File: src/design/button_click_classifier_top_defines.svh
// assertion macros for the button click classifier
// used by bcc_core and button_click_classifier_top
`ifndef BUTTON_CLICK_CLASSIFIER_TOP_DEFINES_SVH
`define BUTTON_CLICK_CLASSIFIER_TOP_DEFINES_SVH
`ifndef NO_ASSERTIONS
`define BCC_ASSERT(label, clk, rst, prop, msg) \
   label: assert property (@(posedge clk) disable iff (rst) prop) else $error(msg);
`define BCC_ASSERT_NEVER(label, clk, rst, cond, msg) \
   label: assert property (@(posedge clk) disable iff (rst) !(cond)) else $error(msg);
`else
`define BCC_ASSERT(label, clk, rst, prop, msg)
`define BCC_ASSERT_NEVER(label, clk, rst, cond, msg)
`endif
`endif

File: src/design/bcc_pkg.sv
// shared types and constants of the button click classifier
// no dependencies
package bcc_pkg;

   localparam int CFG_WIDTH   = 16;
   localparam int CSR_IDX_W   = 2;
   localparam int REQ_TDATA_W = 8;
   localparam int RSP_TDATA_W = 8;

   localparam logic [1:0] MODE_IDLE    = 2'd0;
   localparam logic [1:0] MODE_PRESSED = 2'd1;
   localparam logic [1:0] MODE_WAIT    = 2'd2;
   localparam logic [1:0] MODE_UNUSED  = 2'd3;

   localparam logic [1:0] EV_NONE   = 2'd0;
   localparam logic [1:0] EV_SINGLE = 2'd1;
   localparam logic [1:0] EV_DOUBLE = 2'd2;
   localparam logic [1:0] EV_LONG   = 2'd3;

   localparam logic [CSR_IDX_W-1:0] CSR_DEBOUNCE = 2'd0;
   localparam logic [CSR_IDX_W-1:0] CSR_LONG     = 2'd1;
   localparam logic [CSR_IDX_W-1:0] CSR_DOUBLE   = 2'd2;

   localparam logic [CFG_WIDTH-1:0] DEBOUNCE_RESET = 16'd50;
   localparam logic [CFG_WIDTH-1:0] LONG_RESET     = 16'd1000;
   localparam logic [CFG_WIDTH-1:0] DOUBLE_RESET   = 16'd300;

   typedef struct packed {
      logic                 valid;
      logic [CSR_IDX_W-1:0] index;
      logic [CFG_WIDTH-1:0] data;
   } csr_wr_type;

endpackage

File: src/design/bcc_core.sv
// classifier state, settings registers and per-tick update logic
// depends on bcc_pkg and button_click_classifier_top_defines.svh
`include "button_click_classifier_top_defines.svh"

module bcc_core #(
   parameter int COUNT_WIDTH = 16
) (
   input  logic                clock,
   input  logic                reset,
   input  bcc_pkg::csr_wr_type csr_wr,
   input  logic                step_en,
   input  logic                level,
   output logic [1:0]          event_code
);

   localparam int CMP_W = (COUNT_WIDTH > bcc_pkg::CFG_WIDTH) ? COUNT_WIDTH : bcc_pkg::CFG_WIDTH;

   logic [bcc_pkg::CFG_WIDTH-1:0] debounce_ff;
   logic [bcc_pkg::CFG_WIDTH-1:0] long_ff;
   logic [bcc_pkg::CFG_WIDTH-1:0] double_ff;

   logic [1:0]             mode_ff, mode_in;
   logic                   last_level_ff, last_level_in;
   logic [COUNT_WIDTH-1:0] since_edge_ff, since_edge_in;
   logic [COUNT_WIDTH-1:0] since_press_ff, since_press_in;
   logic [COUNT_WIDTH-1:0] since_release_ff, since_release_in;
   logic                   long_reported_ff, long_reported_in;

   logic [COUNT_WIDTH-1:0] edge_inc, press_inc, release_inc;
   logic                   edge_ok, press_edge, release_edge, double_hit;
   logic [1:0]             ev;

   always_ff @(posedge clock) begin
      if (reset) begin
         debounce_ff <= bcc_pkg::DEBOUNCE_RESET;
         long_ff     <= bcc_pkg::LONG_RESET;
         double_ff   <= bcc_pkg::DOUBLE_RESET;
      end else if (csr_wr.valid) begin
         case (csr_wr.index)
            bcc_pkg::CSR_DEBOUNCE: debounce_ff <= csr_wr.data;
            bcc_pkg::CSR_LONG:     long_ff     <= csr_wr.data;
            bcc_pkg::CSR_DOUBLE:   double_ff   <= csr_wr.data;
            default: ;
         endcase
      end
   end

   // saturating elapsed counters
   assign edge_inc    = (&since_edge_ff)    ? since_edge_ff    : since_edge_ff + COUNT_WIDTH'(1);
   assign press_inc   = (&since_press_ff)   ? since_press_ff   : since_press_ff + COUNT_WIDTH'(1);
   assign release_inc = (&since_release_ff) ? since_release_ff
                                            : since_release_ff + COUNT_WIDTH'(1);

   assign edge_ok      = (level != last_level_ff) && (CMP_W'(edge_inc) >= CMP_W'(debounce_ff));
   assign press_edge   = edge_ok && !level;
   assign release_edge = edge_ok && level;

   always_comb begin
      mode_in          = mode_ff;
      last_level_in    = edge_ok ? level : last_level_ff;
      since_edge_in    = edge_ok ? '0 : edge_inc;
      since_press_in   = press_inc;
      since_release_in = release_inc;
      long_reported_in = long_reported_ff;
      double_hit       = 1'b0;
      ev               = bcc_pkg::EV_NONE;
      if (press_edge) begin
         if (mode_ff == bcc_pkg::MODE_WAIT) begin
            mode_in    = bcc_pkg::MODE_IDLE;
            double_hit = 1'b1;
            ev         = bcc_pkg::EV_DOUBLE;
         end else if (mode_ff != bcc_pkg::MODE_PRESSED) begin
            mode_in          = bcc_pkg::MODE_PRESSED;
            since_press_in   = '0;
            long_reported_in = 1'b0;
         end
      end
      if (!double_hit) begin
         if (release_edge && mode_in == bcc_pkg::MODE_PRESSED) begin
            if (CMP_W'(since_press_in) >= CMP_W'(long_ff)) begin
               mode_in = bcc_pkg::MODE_IDLE;
            end else begin
               mode_in          = bcc_pkg::MODE_WAIT;
               since_release_in = '0;
            end
         end
         if (mode_in == bcc_pkg::MODE_PRESSED && !long_reported_in &&
             CMP_W'(since_press_in) >= CMP_W'(long_ff)) begin
            long_reported_in = 1'b1;
            ev               = bcc_pkg::EV_LONG;
         end
         if (mode_in == bcc_pkg::MODE_WAIT &&
             CMP_W'(since_release_in) >= CMP_W'(double_ff)) begin
            mode_in = bcc_pkg::MODE_IDLE;
            ev      = bcc_pkg::EV_SINGLE;
         end
      end
   end

   assign event_code = ev;

   always_ff @(posedge clock) begin
      if (reset) begin
         mode_ff          <= bcc_pkg::MODE_IDLE;
         last_level_ff    <= 1'b1;
         since_edge_ff    <= '0;
         since_press_ff   <= '0;
         since_release_ff <= '0;
         long_reported_ff <= 1'b0;
      end else if (step_en) begin
         mode_ff          <= mode_in;
         last_level_ff    <= last_level_in;
         since_edge_ff    <= since_edge_in;
         since_press_ff   <= since_press_in;
         since_release_ff <= since_release_in;
         long_reported_ff <= long_reported_in;
      end
   end

   `BCC_ASSERT_NEVER(a_mode_legal, clock, reset, mode_ff == bcc_pkg::MODE_UNUSED, "unused mode reached")
   `BCC_ASSERT(a_long_marks, clock, reset, step_en && ev == bcc_pkg::EV_LONG |=> long_reported_ff, "long press not marked")
   `BCC_ASSERT(a_double_idle, clock, reset, step_en && ev == bcc_pkg::EV_DOUBLE |=> mode_ff == bcc_pkg::MODE_IDLE, "double click left mode busy")
   `BCC_ASSERT(a_single_idle, clock, reset, step_en && ev == bcc_pkg::EV_SINGLE |=> mode_ff == bcc_pkg::MODE_IDLE, "single click left mode busy")

endmodule

File: src/design/button_click_classifier_top.sv
// top level of the button click classifier: input register, classifier core, result register
// depends on bcc_pkg, bcc_core and button_click_classifier_top_defines.svh
//
// Usage:
//   req channel: one tick item per transfer, req_tdata[0] is the sampled
//   button level (0 pressed, 1 released).
//   rsp channel: one event code per tick item, rsp_tdata[1:0]
//   (0 none, 1 single click, 2 double click, 3 long press).
//   csr channel: csr_index 0 debounce, 1 long press, 2 double click window,
//   all in ticks; index 3 is ignored; csr_ready is always high.
//   Path: an accepted item waits in the input register; its event is computed
//   in the core and captured in the result register. Throughput: one item per
//   cycle unless rsp stalls, set by the single update pass between the registers.
//   Reset: synchronous; clears the valid bits of both registers, the classifier state and
//   restores the settings to 50, 1000 and 300.
//   Stall: while rsp_tready is low the result holds, the input register
//   keeps one more item, and req_tready then falls until the result moves.
//
`include "button_click_classifier_top_defines.svh"

module button_click_classifier_top #(
   parameter int COUNT_WIDTH = 16
) (
   input  logic                                 clock,
   input  logic                                 reset,
   input  logic                                 req_tvalid,
   output logic                                 req_tready,
   input  logic [bcc_pkg::REQ_TDATA_W-1:0]      req_tdata,   // [0] button_level
   output logic                                 rsp_tvalid,
   input  logic                                 rsp_tready,
   output logic [bcc_pkg::RSP_TDATA_W-1:0]      rsp_tdata,   // [1:0] event_code
   input  logic                                 csr_valid,
   output logic                                 csr_ready,
   input  logic [bcc_pkg::CSR_IDX_W-1:0]        csr_index,
   input  logic [bcc_pkg::CFG_WIDTH-1:0]        csr_data
);

   logic                in_valid_ff;
   logic                level_ff;
   logic                rsp_valid_ff;
   logic [1:0]          event_ff;
   logic                out_free, step_en;
   logic [1:0]          core_event;
   bcc_pkg::csr_wr_type csr_wr;

   assign out_free   = !rsp_valid_ff || rsp_tready;
   assign step_en    = in_valid_ff && out_free;
   assign req_tready = !in_valid_ff || out_free;
   assign csr_ready  = 1'b1;

   assign csr_wr.valid = csr_valid;
   assign csr_wr.index = csr_index;
   assign csr_wr.data  = csr_data;

   always_ff @(posedge clock) begin
      if (reset) begin
         in_valid_ff <= 1'b0;
      end else if (req_tready) begin
         in_valid_ff <= req_tvalid;
      end
   end

   always_ff @(posedge clock) begin
      if (req_tready && req_tvalid) begin
         level_ff <= req_tdata[0];
      end
   end

   bcc_core #(
      .COUNT_WIDTH(COUNT_WIDTH)
   ) u_core (
      .clock      (clock),
      .reset      (reset),
      .csr_wr     (csr_wr),
      .step_en    (step_en),
      .level      (level_ff),
      .event_code (core_event)
   );

   always_ff @(posedge clock) begin
      if (reset) begin
         rsp_valid_ff <= 1'b0;
      end else if (out_free) begin
         rsp_valid_ff <= in_valid_ff;
      end
   end

   always_ff @(posedge clock) begin
      if (step_en) begin
         event_ff <= core_event;
      end
   end

   assign rsp_tvalid = rsp_valid_ff;
   assign rsp_tdata  = {(bcc_pkg::RSP_TDATA_W - 2)'(0), event_ff};

   `BCC_ASSERT(a_item_advances, clock, reset, in_valid_ff && !rsp_valid_ff |=> rsp_valid_ff, "held item did not reach result register")

endmodule
File: config.mk
export PLATFORM = sky130hd
export DESIGN_NAME = button_click_classifier_top
export DESIGN_NICKNAME = d
export VERILOG_FILES = /design/src/design/bcc_pkg.sv /design/src/design/bcc_core.sv /design/src/design/button_click_classifier_top.sv
export VERILOG_INCLUDE_DIRS = /design/src /design/src/design
export SDC_FILE = /design/constraint.sdc
export NUM_CORES = 1
export LEC_CHECK = 0
export ABC_AREA = 1
export BUFFER_PORTS_ARGS = -buffer_cell sky130_fd_sc_hd__buf_2
export CAP_MARGIN = 5
export CORE_MARGIN = 8
export CORE_UTILIZATION = 54
export CTS_CLUSTER_DIAMETER = 50
export DETAILED_ROUTE_END_ITERATION = 7
export PLACE_DENSITY = 0.79
export SYNTH_ARGS = -nofsm -noshare
export SYNTH_HDL_FRONTEND = slang
export SYNTH_SLANG_ARGS = --single-unit
File: constraint.sdc
create_clock -name clock -period 7.7 [get_ports clock]
set_input_delay 0.385 -clock clock [delete_from_list [all_inputs] [get_ports clock]]
set_output_delay 0.385 -clock clock [all_outputs]
set_load 0.005 [all_outputs]
## Word-level counts from Yosys, hierarchy flattened

Index checks and enable logic that the tools add are counted.
W data, S select, Z words.

- Bits in writable memories: 0
- Logic and storage cells: 81
- Input bits: 31
- ROM bits: 0
- Bits in latches: 0
- Register bits: 105
- Output and inout bits: 11
- Memories: 0

- $mul: 0
- Bitwise operators: 0
- Equality and inequality tests: 8
- Divide/modulo/power cells: 0
- Magnitude comparators: 3
- Multiplexer cells: 31
- Reduce and logical (&&, ||, !) cells: 23
- Shift operators: 0
- Add/subtract/negate cells: 3

Operator list:

| cell | count |
|---|---|
| $mux W16 | 11 |
| $add A16 B1 Y16 const B | 3 |
| $ge A16 B16 Y1 | 3 |
| $reduce_and A16 Y1 | 3 |
| $mux W2 | 13 |
| $logic_and A1 B1 Y1 | 9 |
| $reduce_and A2 Y1 | 4 |
| $mux W1 | 7 |
| $eq A2 B1 Y1 const B | 3 |
| $eq A2 B2 Y1 const B | 3 |
| $logic_not A1 Y1 | 4 |
| $logic_not A2 Y1 | 1 |
| $logic_or A1 B1 Y1 | 2 |
| $ne A2 B1 Y1 const B | 1 |
| $ne A1 B1 Y1 | 1 |

## Depth between registers and ports, before layout

Gate-level depths: netlist of run 1.

- Word-level depth: 16
- Depth in mapped cells: 44
- Gate-level depth less buffers: 42

## By module

A second synthesis of run 1 with hierarchy kept.

- Cell total of the unflattened synthesis: 899
- Area, all modules: 6,286.0 sq um

Modules (own cells, without submodules):

| module | sequential area each (sq um) | cells each | times used | area each (sq um) |
|---|---|---|---|---|
| bcc_core | 2,001.9 | 875 | 1 | 6,044.5 |
| button_click_classifier_top | 130.1 | 24 | 1 | 241.5 |

## Least setup slack after synthesis of run 1

No wires, ideal clock.

- Path kind: flip-flop to flip-flop
- From: register u_core.since_edge_ff[0]
- To: register event_ff[0], data pin
- Setup slack: 2.697 ns
- Clock period less this slack: 5.003 ns
- Cell stages (with the launch flop): 40
- Setup time: 0.255 ns
- Path buffers: 2
- Data required time: 7.445 ns
- Arrival time: 4.748 ns
- Path through: dfxtp_1 -> ha_1 -> nand2_1 -> nor3_4 -> nand4_2 -> nor3_4 -> nor2_2 -> nand4_1 -> nand2_2 -> ha_1 -> nand2_1 -> inv_1 -> nand2_1 -> nor2_1 -> nor2_1 -> nand2_1 -> nand2_1 -> nand2_2 -> [4 not listed] -> ha_1 -> nand2_1 -> o21bai_1 -> nand2_1 -> a21oi_1 -> nand3_1 -> nor2_4 -> buf_4 -> nor2_1 -> ha_1 -> a21oi_1 -> o21ai_0 -> nand2_1 -> o211ai_1 -> nand2_1 -> nand3_1 -> nand3_1 -> nand2_1

- Longest elaborated chain between the ends: 16
- Elaborated cells between the ends (all ways): 31
- Classes of those cells: add/sub (1); order compare (3); eq/ne (3); mux (15); reduce/logical (9)

Ends and longest elaborated chain:

| element | line | source |
|---|---|---|
| from (decl) | bcc_core.sv:24 | `logic [COUNT_WIDTH-1:0] since_edge_ff, since_edge_in;` |
| from (signal assigned) | bcc_core.sv:113 | `since_edge_ff <= since_edge_in;` |
| $add A16 B1 Y16 or $reduce_and A16 Y1 (tied branches) | bcc_core.sv:49 | `assign edge_inc = (&since_edge_ff) ? since_edge_ff : since_edge_ff + COUNT_WIDTH'(1);` |
| $mux W16 (*) | bcc_core.sv:49 |  |
| $ge A16 B16 Y1 (*) | bcc_core.sv:54 | `assign edge_ok = (level != last_level_ff) && (CMP_W'(edge_inc) >= CMP_W'(debounce_ff));` |
| $logic_and A1 B1 Y1 (*) | bcc_core.sv:54 |  |
| $logic_and A1 B1 Y1 (*) | bcc_core.sv:55 | `assign press_edge = edge_ok && !level;` |
| $mux W16 (*) | bcc_core.sv:67 | `if (press_edge) begin` |
| named net u_core.since_press_in[15] | bcc_core.sv:25 | `logic [COUNT_WIDTH-1:0] since_press_ff, since_press_in;` |
| $ge A16 B16 Y1 (*) | bcc_core.sv:80, bcc_core.sv:88 |  |
| branches (longest 7 deep; another with $ge A16 B16 Y1) | - |  |
| $mux W2 (*) | bcc_core.sv:92 | `if (mode_in == bcc_pkg::MODE_WAIT &&` |
| $mux W2 (*) | bcc_core.sv:78 | `if (!double_hit) begin` |
| to (signal assigned) | button_click_classifier_top.sv:90 | `event_ff <= core_event;` |
| to (decl) | button_click_classifier_top.sv:41 | `logic [1:0] event_ff;` |

Mark *: on every way through the listed nets, which the timed path passes. The select of a mux whose other input is x is not followed.
A chain may end at the register's enable or synchronous reset.

## Worst setup path after layout of run 1

- From: register u_core.since_edge_ff[0]
- To: register u_core.mode_ff[1]

- Longest elaborated chain between the ends: 14
- Elaborated cells between the ends (all ways): 24
- Classes of those cells: add/sub (1); order compare (3); eq/ne (2); mux (12); reduce/logical (6)

Ends and longest elaborated chain:

| element | line | source |
|---|---|---|
| $add A16 B1 Y16 or $reduce_and A16 Y1 (tied branches) | bcc_core.sv:49 |  |
| $mux W16 (*) | bcc_core.sv:49 |  |
| $ge A16 B16 Y1 (*) | bcc_core.sv:54 |  |
| $logic_and A1 B1 Y1 (*) | bcc_core.sv:54 |  |
| $logic_and A1 B1 Y1 (*) | bcc_core.sv:55 |  |
| $mux W16 (*) | bcc_core.sv:67 |  |
| named net u_core.since_press_in[15] | bcc_core.sv:25 |  |
| $ge A16 B16 Y1 (*) | bcc_core.sv:80 | `if (CMP_W'(since_press_in) >= CMP_W'(long_ff)) begin` |
| $mux W16 or $mux W2 (tied branches) | bcc_core.sv:80 |  |
| $mux W16 or $mux W2 (tied branches) | bcc_core.sv:79 | `if (release_edge && mode_in == bcc_pkg::MODE_PRESSED) begin` |
| $mux W16 or $mux W2 (tied branches) | bcc_core.sv:78 |  |
| $ge A16 B16 Y1 or $eq A2 B2 Y1 (tied branches) | bcc_core.sv:93, bcc_core.sv:92 |  |
| $logic_and A1 B1 Y1 | bcc_core.sv:92 |  |
| $mux W2 (*) | bcc_core.sv:92 |  |
| $mux W2 (*) | bcc_core.sv:78 |  |
| to (signal assigned) | bcc_core.sv:104 | `mode_ff <= bcc_pkg::MODE_IDLE;` |
| to (signal assigned) | bcc_core.sv:111 | `mode_ff <= mode_in;` |
| to (decl) | bcc_core.sv:22 | `logic [1:0] mode_ff, mode_in;` |

Mark *: on every way through the listed nets, which the timed path passes. The rest lies on a longest branch. The select of a mux whose other input is x is not followed.

==> impl_metrics.yaml, run 1 <==
run_status:
  status: "finished clean"
layout:
  postLayoutCellArea_um2: 6910
  syn2layout_area_growth_pct: 7.31
  instances_no_fill: 1095
  nNetsFinal: 1025
  diodes: 0
  drive_gt1_share_pct: 8.02
  final_util_pct: 58.5
clock_tree:
  htree_levels: 3
  insertion_delay_ns: 0.36
  post_cts_buffers: 0
  cts_tree: "yes"
  hold_buffers: 0
  cts-root-buf: "clkbuf_16"
  cts_resized: 0
  cts_buffers: 9
  cts.sinks: 105
  clockBufferDepth: 2
  clkTransAtPathRegs_ns: 0.07
sta:
  tns_ns: 0
  drv_slew: 0
  slew_headroom_pct: 42.6
  fin_skew_ns: 0.0123
  tightest_slew_ns: 0.859
  finalSetupViolations: 0
  fin_crit_ns: 6.53
  timing.final.crit_share_pct: 84.7
  max_freq_mhz: 153
  hold_violations: 0
  whs_ns: 0.211
  grt_setup_unrepaired: "false"
drt:
  ant_nets: 0
  dr_wl_met2_mm: 6.90
  drtPass1Iterations: 5
  via_per_inst: 5.21
  drt_wl_total_mm: 14.2
  via_count: 5706
  wl_per_cell_um: 13.0
  met1_length_mm: 6.50
  highest_layer: "met4"
  drt_iter0_markers: 421
  dr_wl_met3_um: 605
  drc: 0
grt:
  grt_pass1_wl_mm: 23.8
  grt_overflow: 0
  grt_max_degree: 65
  antenna_found_initial: 0
  grt_pass1_vias: 5138
  grt_usage_pct: 18.2
logic_synthesis:
  ys_seq_elements: 105
  ys_async_sr_fraction_pct: 0
  ys_types: 42
  netlist_area_um2: 6440
  synth.area.top_cells: "dfxtp_1 32%, nand2_1 13%, ha_1 9.9%, a21oi_1 8.8%, inv_1 8.1%"
  netlist.area_leader.share_pct: 31.7
  avgSynthCellArea_um2: 6.90
  synth-edff-count: 3
  synth_seq_area_share_pct: 33.1
  yosysMostFrequentCell: "nand2_1"
  yosysWarnings: 0
  netlist_instances: 933
  synthTopCellsByCount: "215 x nand2_1, 139 x inv_1, 113 x a21oi_1"
  synth_top_area_cell: "dfxtp_1"
  ys.flop_type: "dfxtp_1"
min_path:
  hp-class: "input pin to flop"
worst_setup_path:
  crit_type: "flop to flop"
  max_stage_delay_ns: 0.68
  required_ns: 7.90
  endpoint_kind: "flop"
  path_delay_family: "simple AND/OR/NAND/NOR gates"
  crit_buf_inv: 3
  cp_common_cell: "nand2_1"
  crit_arrival_ns: 6.73
  worst_setup_path_start_kind: "flop"
  cpMaxStageDelayCell: "nand4_1"
  path_max_fanout: 17
floorplanning:
  initial_utilization_pct: 54.5
  dieArea_um2: 15700
  die_height_um: 125
  fp.dieW_um: 125
  pin_count: 42
  core-area_um2: 11800
  num_rows: 40
place:
  place_area_um2: 6630
  hpwl_mm: 10.4
  place.gp.congestion: 0.852
  dpl.cell_count: 1079
  numPortBuffers: 27
flow_run:
  timing.max_cap.violations: 0
power:
  vdd_ir_drop_max_mv: 0.122
  powerDensity_nw_per_um2: 167
  leakage_nw: 3.21
flip-flops by register name (all words and copies together) (netlist names):
signal and count:
rsp_tvalid 1, u_core.long_reported_ff 1, u_core.mode_ff 2, u_core.since_edge_ff 16, u_core.since_release_ff 16, in_valid_ff 1, u_core.double_ff 16, event_ff 2
u_core.debounce_ff 16, u_core.since_press_ff 16, u_core.long_ff 16, level_ff 1, u_core.last_level_ff 1
per-layer routing:
metal	GRT usage (%)	vias up
met5	0	-
met4	4.87	0
met3	4.59	17
met2	31.4	114
met1	21.9	2533
li1	-	3042
logic make-up after synthesis:
logic type | Yosys count | share of synthesized area, %
AND/OR/NAND/NOR | 363 | 25.0
AO/OA/AOI/OAI | 209 | 17.5
adder cells (fa/ha/maj) | 51 | 9.91
buffers and inverters | 178 | 11.0
other | 2 | 0.117
flip-flops | 105 | 33.1
XOR/XNOR | 25 | 3.40
path summary, 6_finish.rpt:
path	from	end	slack, ns	cells past startpoint
max	u_core.since_edge_ff[0]$_SDFFE_PP0P_	u_core.mode_ff[1]$_SDFFE_PP0P_	1.17	37
min	req_tdata[0]	level_ff$_DFFE_PP_	0.21	1
max reg2reg	u_core.since_edge_ff[0]$_SDFFE_PP0P_	u_core.mode_ff[1]$_SDFFE_PP0P_	1.17	37
min reg2reg	u_core.long_ff[13]$_SDFFE_PP0P_	u_core.long_ff[13]$_SDFFE_PP0P_	0.46	2
final cells by class:
| class | count | area (µm²) |
|---|---|---|
| Sequential cell | 105 | 2130 |
| Tap cell | 147 | 184 |
| Inverter | 141 | 529 |
| Clock inverter | 7 | 55.1 |
| Clock buffer | 9 | 225 |
| Multi-Input combinational cell | 655 | 3620 |
| Fill cell | 1092 | 4900 |
| Timing Repair Buffer | 31 | 165 |
power breakdown:
group	internal (mW)	switching, mW	leakage, nW
registers	0.566	0.0111	0.862
clock network	0.222	0.221	0.129
logic	0.0441	0.0867	2.22
total	0.833	0.319	3.21
metrics by stage:
stage               power [mW]  worst slack (ns)
floorplan                0.686              2.70
global placement         0.715              1.31
detailed placement       0.720              1.24
CTS                       1.16              1.21
global route              1.20             0.572
finish                    1.15              1.17
layout by cell type, fill, tap and decap left out, types with 2 or more instances in the layout:
cell and n:
nor4_1 4, nand3_2 2, nor2_2 3, ha_1 51, o21a_1 3, nor3_4 3
a21oi_2 5, inv_2 2, xnor2_1 5, nand3_1 29, xor2_1 20, buf_2 27
and2_1 2, nand2_2 5, clkinv_4 2, conb_1 7, buf_4 4, nor2_1 58
o21ai_0 66, clkbuf_16 9, nor3_1 15, clkinvlp_4 3, nor3_2 3, nor2_4 3
a21oi_1 113, o21bai_1 2, nand2_1 215, nand4_1 15, o211ai_1 14, dfxtp_1 102
edfxtp_1 3, inv_1 139
Note: power is estimated with default switching activity, not from simulation.
==> run 2, diff against run 1 <==
--- a/config.mk
+++ b/config.mk
@@ -6,14 +6,14 @@
 export SDC_FILE = /design/constraint.sdc
 export NUM_CORES = 1
 export LEC_CHECK = 0
-export ABC_AREA = 1
+export ABC_AREA = 0
 export BUFFER_PORTS_ARGS = -buffer_cell sky130_fd_sc_hd__buf_2
 export CAP_MARGIN = 5
 export CORE_MARGIN = 8
 export CORE_UTILIZATION = 54
 export CTS_CLUSTER_DIAMETER = 50
 export DETAILED_ROUTE_END_ITERATION = 7
-export PLACE_DENSITY = 0.79
+export PLACE_DENSITY = 0.82
 export SYNTH_ARGS = -nofsm -noshare
 export SYNTH_HDL_FRONTEND = slang
 export SYNTH_SLANG_ARGS = --single-unit
==> constraint.sdc (replaced) <==
create_clock -name clock -period 5.53 [get_ports clock]
set_input_delay 0.2765 -clock clock [delete_from_list [all_inputs] [get_ports clock]]
set_output_delay 0.2765 -clock clock [all_outputs]
set_load 0.005 [all_outputs]
==> run 2 against run 1 <==
The run now ends with negative setup slack left. Global-route usage is 4.5 points higher. Clock-buffer cell count is 1 higher. Utilization is 8.3 points higher. Die area is 1.4% higher. Final cell count is 0.18% higher. Combinational power is 37% higher. Clock power is 49% higher. Critical path depth is 6 lower. Area after synthesis is 1.6% higher. Flip-flop and latch count stayed put. Non-clock buffer count is 83 higher. Fmax is 4.8% higher. Critical path type unchanged. Highest routed layer unchanged.
==> impl_metrics.yaml, run 2 <==
sta:
  max_freq_mhz: 161
  finalSetupViolations: 2
  tightest_slew_ns: 1.22
  slew_headroom_pct: 18.5
  timing.final.crit_share_pct: 113
  hold_violations: 0
  drv_slew: 0
  fin_crit_ns: 6.23
  grt_setup_unrepaired: "true"
  fin_ws_ns: -0.699
  fin_skew_ns: 0.0107
clock_tree:
  cts.sinks: 105
  clkTransAtPathRegs_ns: 0.08
  htree_levels: 3
  hold_buffers: 0
  insertion_delay_ns: 0.36
  clockBufferDepth: 2
  cts-root-buf: "clkbuf_16"
  cts_tree: "yes"
  cts_buffers: 9
floorplanning:
  core-area_um2: 11900
  initial_utilization_pct: 54.9
  dieArea_um2: 15900
  fp.dieW_um: 126
  die_height_um: 126
  num_rows: 40
  pin_count: 42
logic_synthesis:
  netlist_instances: 869
  synth-edff-count: 3
  ys.flop_type: "dfxtp_1"
  synth_top_area_cell: "dfxtp_1"
  synth_seq_area_share_pct: 32.6
  netlist.area_leader.share_pct: 31.2
  yosysWarnings: 0
  ys_async_sr_fraction_pct: 0
  avgSynthCellArea_um2: 7.53
  yosysMostFrequentCell: "nand2_1"
  ys_seq_elements: 105
  synth.area.top_cells: "dfxtp_1 31%, ha_1 9.8%, nand2_1 7.7%, a21oi_1 6.4%, nor2_1 4.6%"
  netlist_area_um2: 6540
  ys_types: 66
  synthTopCellsByCount: "134 x nand2_1, 102 x dfxtp_1, 84 x a21oi_1"
flow_run:
  timing.max_cap.violations: 0
worst_setup_path:
  max_stage_delay_ns: 0.60
  r2r_setup_slack_ns: -0.70
  endpoint_kind: "flop"
  cpMaxStageDelayCell: "or4_4"
  crit_arrival_ns: 6.45
  path_max_fanout: 6
  worst_setup_path_start_kind: "flop"
  cp_common_cell: "o21ai_2"
  crit_type: "flop to flop"
  required_ns: 5.75
place:
  place.gp.congestion: 0.908
  numPortBuffers: 27
  dpl.cell_count: 1064
  hpwl_mm: 12.8
  place_ws_ns: -0.752
layout:
  diodes: 0
  nNetsFinal: 1027
  syn2layout_area_growth_pct: 21.6
  layout_common_cells: "134 x nand2_1, 98 x dfxtp_1, 80 x buf_4"
  instances_no_fill: 1097
  drive_gt1_share_pct: 19.7
  final_common_cell: "nand2_1"
drt:
  drt_wl_total_mm: 19.4
  drt_iter0_markers: 595
  via_per_inst: 6.10
  drc: 0
  ant_nets: 0
  drtPass1Iterations: 7
  wl_per_cell_um: 17.7
  via_count: 6690
min_path:
  hp-class: "input pin to flop"
grt:
  grt_pass1_wl_mm: 29.6
  antenna_found_initial: 0
  grt_pass1_vias: 6044
  grt_usage_pct: 22.7
  grt_max_degree: 40
  grt_overflow: 0
power:
  powerDensity_nw_per_um2: 205
  leakage_nw: 3.33
  vdd_ir_drop_max_mv: 0.226
run_status:
  status: "complete, but fails checks"
  failed_checks: "negative setup slack"
run 2: changes by cell type after synthesis, moves of 8 or more:
cell	previous run	this run
a211oi_1	0	8
inv_1	139	57
clkbuf_1	26	37
a21oi_1	113	84
nor4_1	4	12
a31oi_1	0	8
o21ai_0	66	51
a22o_1	0	12
and4_1	0	10
nand2_1	215	134
xnor2_1	5	16
nor2_1	58	81
run 2: critical path, delay by kind of cell (launching register included):
family,cells,cell delay [ns]
AO/OA/AOI/OAI,10,1.94
XOR/XNOR,1,0.11
adder cells (fa/ha/maj),3,0.84
buffers and inverters,6,0.73
flip-flops,1,0.34
AND/OR/NAND/NOR,11,2.11
run 2: final timing paths:
check | start | end | depth (start not counted)
setup / recovery | u_core.since_edge_ff[4]$_SDFFE_PP0P_ | event_ff[0]$_SDFFCE_PP0P_ | 31
hold / removal | req_tdata[0] | level_ff$_DFFE_PP_ | 1
setup reg to reg | u_core.since_edge_ff[4]$_SDFFE_PP0P_ | event_ff[0]$_SDFFCE_PP0P_ | 31
hold reg to reg | u_core.double_ff[9]$_SDFFE_PP0P_ | u_core.double_ff[9]$_SDFFE_PP0P_ | 2
run 2: area by class of cell:
type | instances | area, µm²
Tap cell | 147 | 184
Clock buffer | 10 | 239
Sequential cell | 105 | 2140
Clock inverter | 6 | 65.1
Timing Repair Buffer | 114 | 848
Multi-Input combinational cell | 657 | 4260
Inverter | 58 | 218
Fill cell | 939 | 3960
run 2: metal layers:
layer	share of wire [%]	global-route usage, %
met4	2.5	9.27
met5	0	0
met2	47	37.0
met1	43	29.4
met3	7.2	3.16
run 2: power by group:
part,internal [mW],leakage [nW],switching (mW)
Clock,0.334,0.151,0.326
Combinational,0.0693,2.32,0.110
Sequential,0.777,0.858,0.0127
run 2: kinds of logic (layout without fill, tap and decap cells):
family	after synthesis	in the layout	share of synthesized area [%]
buffers and inverters	112	188	7.13
other	2	7	0.115
DFF	105	105	32.6
adders and majority gates	51	51	9.75
muxes	4	4	0.612
AOI/OAI and AO/OA	215	215	20.3
xor gates and xnor gates	33	33	4.42
and+or+nand+nor	347	347	25.0
run 2: through the flow:
stage | total power, mW | hold slack [ns] | TNS (ns) | cell area [µm²] | util [%]
4_1_cts | 1.61 | 0.0840 | -0.788 | 7730 | 64.9
3_5_place_dp | 0.960 | 0.447 | -1.39 | 7220 | 60.6
3_3_place_gp | 0.954 | 0.442 | -1.10 | 7220 | 60.6
2_1_floorplan | 0.902 | 0.375 | -1.18 | 6650 | -
6_report | 1.63 | 0.0924 | -1.38 | 7950 | 66.8
5_1_grt | 1.68 | 0.0850 | -1.71 | 7950 | 66.8
run 2: what timing repair did:
action	in CTS	in global routing
endpoints found under the setup margin	2	2
cloned	2	0
gates resized for setup	24	31
buffers inserted	7	8
pin swaps	22	16
==> run 3, diff against run 2 <==
--- a/config.mk
+++ b/config.mk
@@ -6,12 +6,12 @@
 export SDC_FILE = /design/constraint.sdc
 export NUM_CORES = 1
 export LEC_CHECK = 0
-export ABC_AREA = 0
+export ABC_AREA = 1
 export BUFFER_PORTS_ARGS = -buffer_cell sky130_fd_sc_hd__buf_2
 export CAP_MARGIN = 5
 export CORE_MARGIN = 8
 export CORE_UTILIZATION = 54
-export CTS_CLUSTER_DIAMETER = 50
+export CTS_CLUSTER_DIAMETER = 30
 export DETAILED_ROUTE_END_ITERATION = 7
 export PLACE_DENSITY = 0.82
 export SYNTH_ARGS = -nofsm -noshare
==> run 3 against run 2 <==
The run now ends clean. Combinational power is 30% higher. Clock skew shrank 0.0015 ns. Sequential share of layout area rose by 1.4 points. Critical path depth is 7 higher. Power rose by 1.4%. Register-to-register slack improved by 0.77 ns. Clock power fell by 6.8%. Via count fell by 10%. Worst hold slack better by 0.0069 ns. Critical endpoint is now u_core.mode_ff[1]$_SDFFE_PP0P_.
==> impl_metrics.yaml, run 3 (same netlist as run 1, synthesis figures left out) <==
sta:
  finalSetupViolations: 0
  max_freq_mhz: 183
  grt_setup_unrepaired: "true"
  timing.final.crit_share_pct: 98.7
  slew_headroom_pct: 48.5
  fin_crit_ns: 5.46
  fin_skew_ns: 0.00921
  hold_violations: 0
  drv_slew: 0
  tightest_slew_ns: 0.772
place:
  place.gp.congestion: 0.879
  numPortBuffers: 27
  place_area_um2: 6660
  hpwl_mm: 10.4
grt:
  grt_max_degree: 65
  grt_usage_pct: 18.0
  top_usage_layer: "met2"
  grt_overflow: 0
  grtUsageMet1_pct: 22.5
  met2_usage_pct: 30.6
  antenna_found_initial: 0
  grt_pass1_vias: 5285
  grt_pass1_wl_mm: 23.8
  grt_use_met3_pct: 4.33
worst_setup_path:
  worst_setup_path_start_kind: "flop"
  endpoint_kind: "flop"
  path_max_fanout: 8
  cpMaxStageDelayCell: "dfxtp_4"
  crit_buf_inv: 6
  max_stage_delay_ns: 0.37
  path_delay_family: "simple AND/OR/NAND/NOR gates"
  crit_arrival_ns: 5.66
  cp_common_cell: "nand2_1"
  crit_type: "flop to flop"
  required_ns: 5.74
clock_tree:
  clkTransAtPathRegs_ns: 0.07
  hold_buffers: 0
  clockBufferDepth: 2
  insertion_delay_ns: 0.36
  cts_buffers: 9
  cts-root-buf: "clkbuf_16"
  htree_levels: 3
  cts_tree: "yes"
  cts.sinks: 105
drt:
  drc: 0
  drtPass1Iterations: 5
  drt_wl_total_mm: 15.6
  drt_iter0_markers: 505
  via_count: 5999
  via_per_inst: 5.39
  ant_nets: 0
  wl_per_cell_um: 14.0
floorplanning:
  fp.dieW_um: 125
  num_rows: 40
  dieArea_um2: 15700
  die_height_um: 125
  core-area_um2: 11800
  pin_count: 42
  initial_utilization_pct: 54.5
layout:
  syn2layout_area_growth_pct: 17.6
  diodes: 0
  drive_gt1_share_pct: 17.9
  fillCellCount: 944
  nNetsFinal: 1043
  layout_common_cells: "193 x nand2_1, 127 x inv_1, 106 x a21oi_1"
  final_common_cell: "nand2_1"
  postLayoutCellArea_um2: 7580
power:
  powerDensity_nw_per_um2: 218
  power_mw: 1.65
  vdd_ir_drop_max_mv: 0.196
  leakage_nw: 3.35
flow_run:
  timing.max_cap.violations: 0
run_status:
  status: "finished clean"
min_path:
  hp-class: "input pin to flop"
[run 3: cell count changes in the layout (fill, tap and decap cells not counted), sizes merged, moves of 10 or more]
cell   before  now
a21oi      84  118
a22o       12    0
and4       10    0
buf       114   49
inv        62  142
nand2     134  221
nor2       81   64
o21ai      52   67
xnor2      16    5
[run 3: worst register-to-register path, delay by kind of cell (launching register included)]
family | cells | cell delay, ns
AND/OR/NAND/NOR | 24 | 2.56
adder cells (fa/ha/maj) | 4 | 1.04
buffers and inverters | 6 | 0.81
flip-flops | 1 | 0.37
AO/OA/AOI/OAI | 3 | 0.33
XOR/XNOR | 1 | 0.19
[run 3: final timing paths]
path / slack (ns) / cells after the start / end / startpoint
worst max-delay path: 0.07 / 38 / u_core.mode_ff[1]$_SDFFE_PP0P_ / u_core.since_edge_ff[1]$_SDFFE_PP0P_
worst min-delay path: 0.1 / 1 / level_ff$_DFFE_PP_ / req_tdata[0]
worst max register to register: 0.07 / 38 / u_core.mode_ff[1]$_SDFFE_PP0P_ / u_core.since_edge_ff[1]$_SDFFE_PP0P_
worst min register to register: 0.47 / 2 / u_core.double_ff[4]$_SDFFE_PP0P_ / u_core.double_ff[4]$_SDFFE_PP0P_
[run 3: final cells by class]
type | instances | area, µm² | share of cell area [%]
Multi-Input combinational cell | 655 | 4070 | 53.7
Sequential cell | 105 | 2140 | 28.2
Inverter | 141 | 537 | 7.09
Timing Repair Buffer | 49 | 364 | 4.81
Clock buffer | 10 | 239 | 3.15
Tap cell | 147 | 184 | 2.43
Clock inverter | 6 | 42.5 | 0.562
[run 3: where the power goes]
part	leakage, nW	internal, mW	switching [mW]
logic	2.36	0.0880	0.144
registers	0.863	0.788	0.0163
clock network	0.131	0.318	0.297
total	3.35	1.19	0.457
[run 3: per-layer routing]
metal  vias up  wire [µm]
li1       3074          -
met1      2774       6920
met2       136       7740
met3        15        733
met4         0        187
met5         -          0
[run 3: metrics by stage]
stage	utilization (%)	cells	hold WS [ns]	setup WS (ns)	TNS, ns
2_1_floorplan	-	938	0.375	0.527	0
4_1_cts	58.8	1099	0.0939	0.0152	0
6_report	64.1	1113	0.0993	0.0726	0
3_5_place_dp	56.4	1083	0.454	0.0287	0
3_3_place_gp	56.4	1083	0.451	0.180	0
5_1_grt	64.1	1113	0.0847	-0.179	-0.347
[run 3: timing repair]
item / in CTS / in global routing
setup buffers: 0 / 13
resized for setup: 0 / 121
cloned: 0 / 2
pin swaps: 1 / 54
endpoints found under the setup margin: 1 / 2
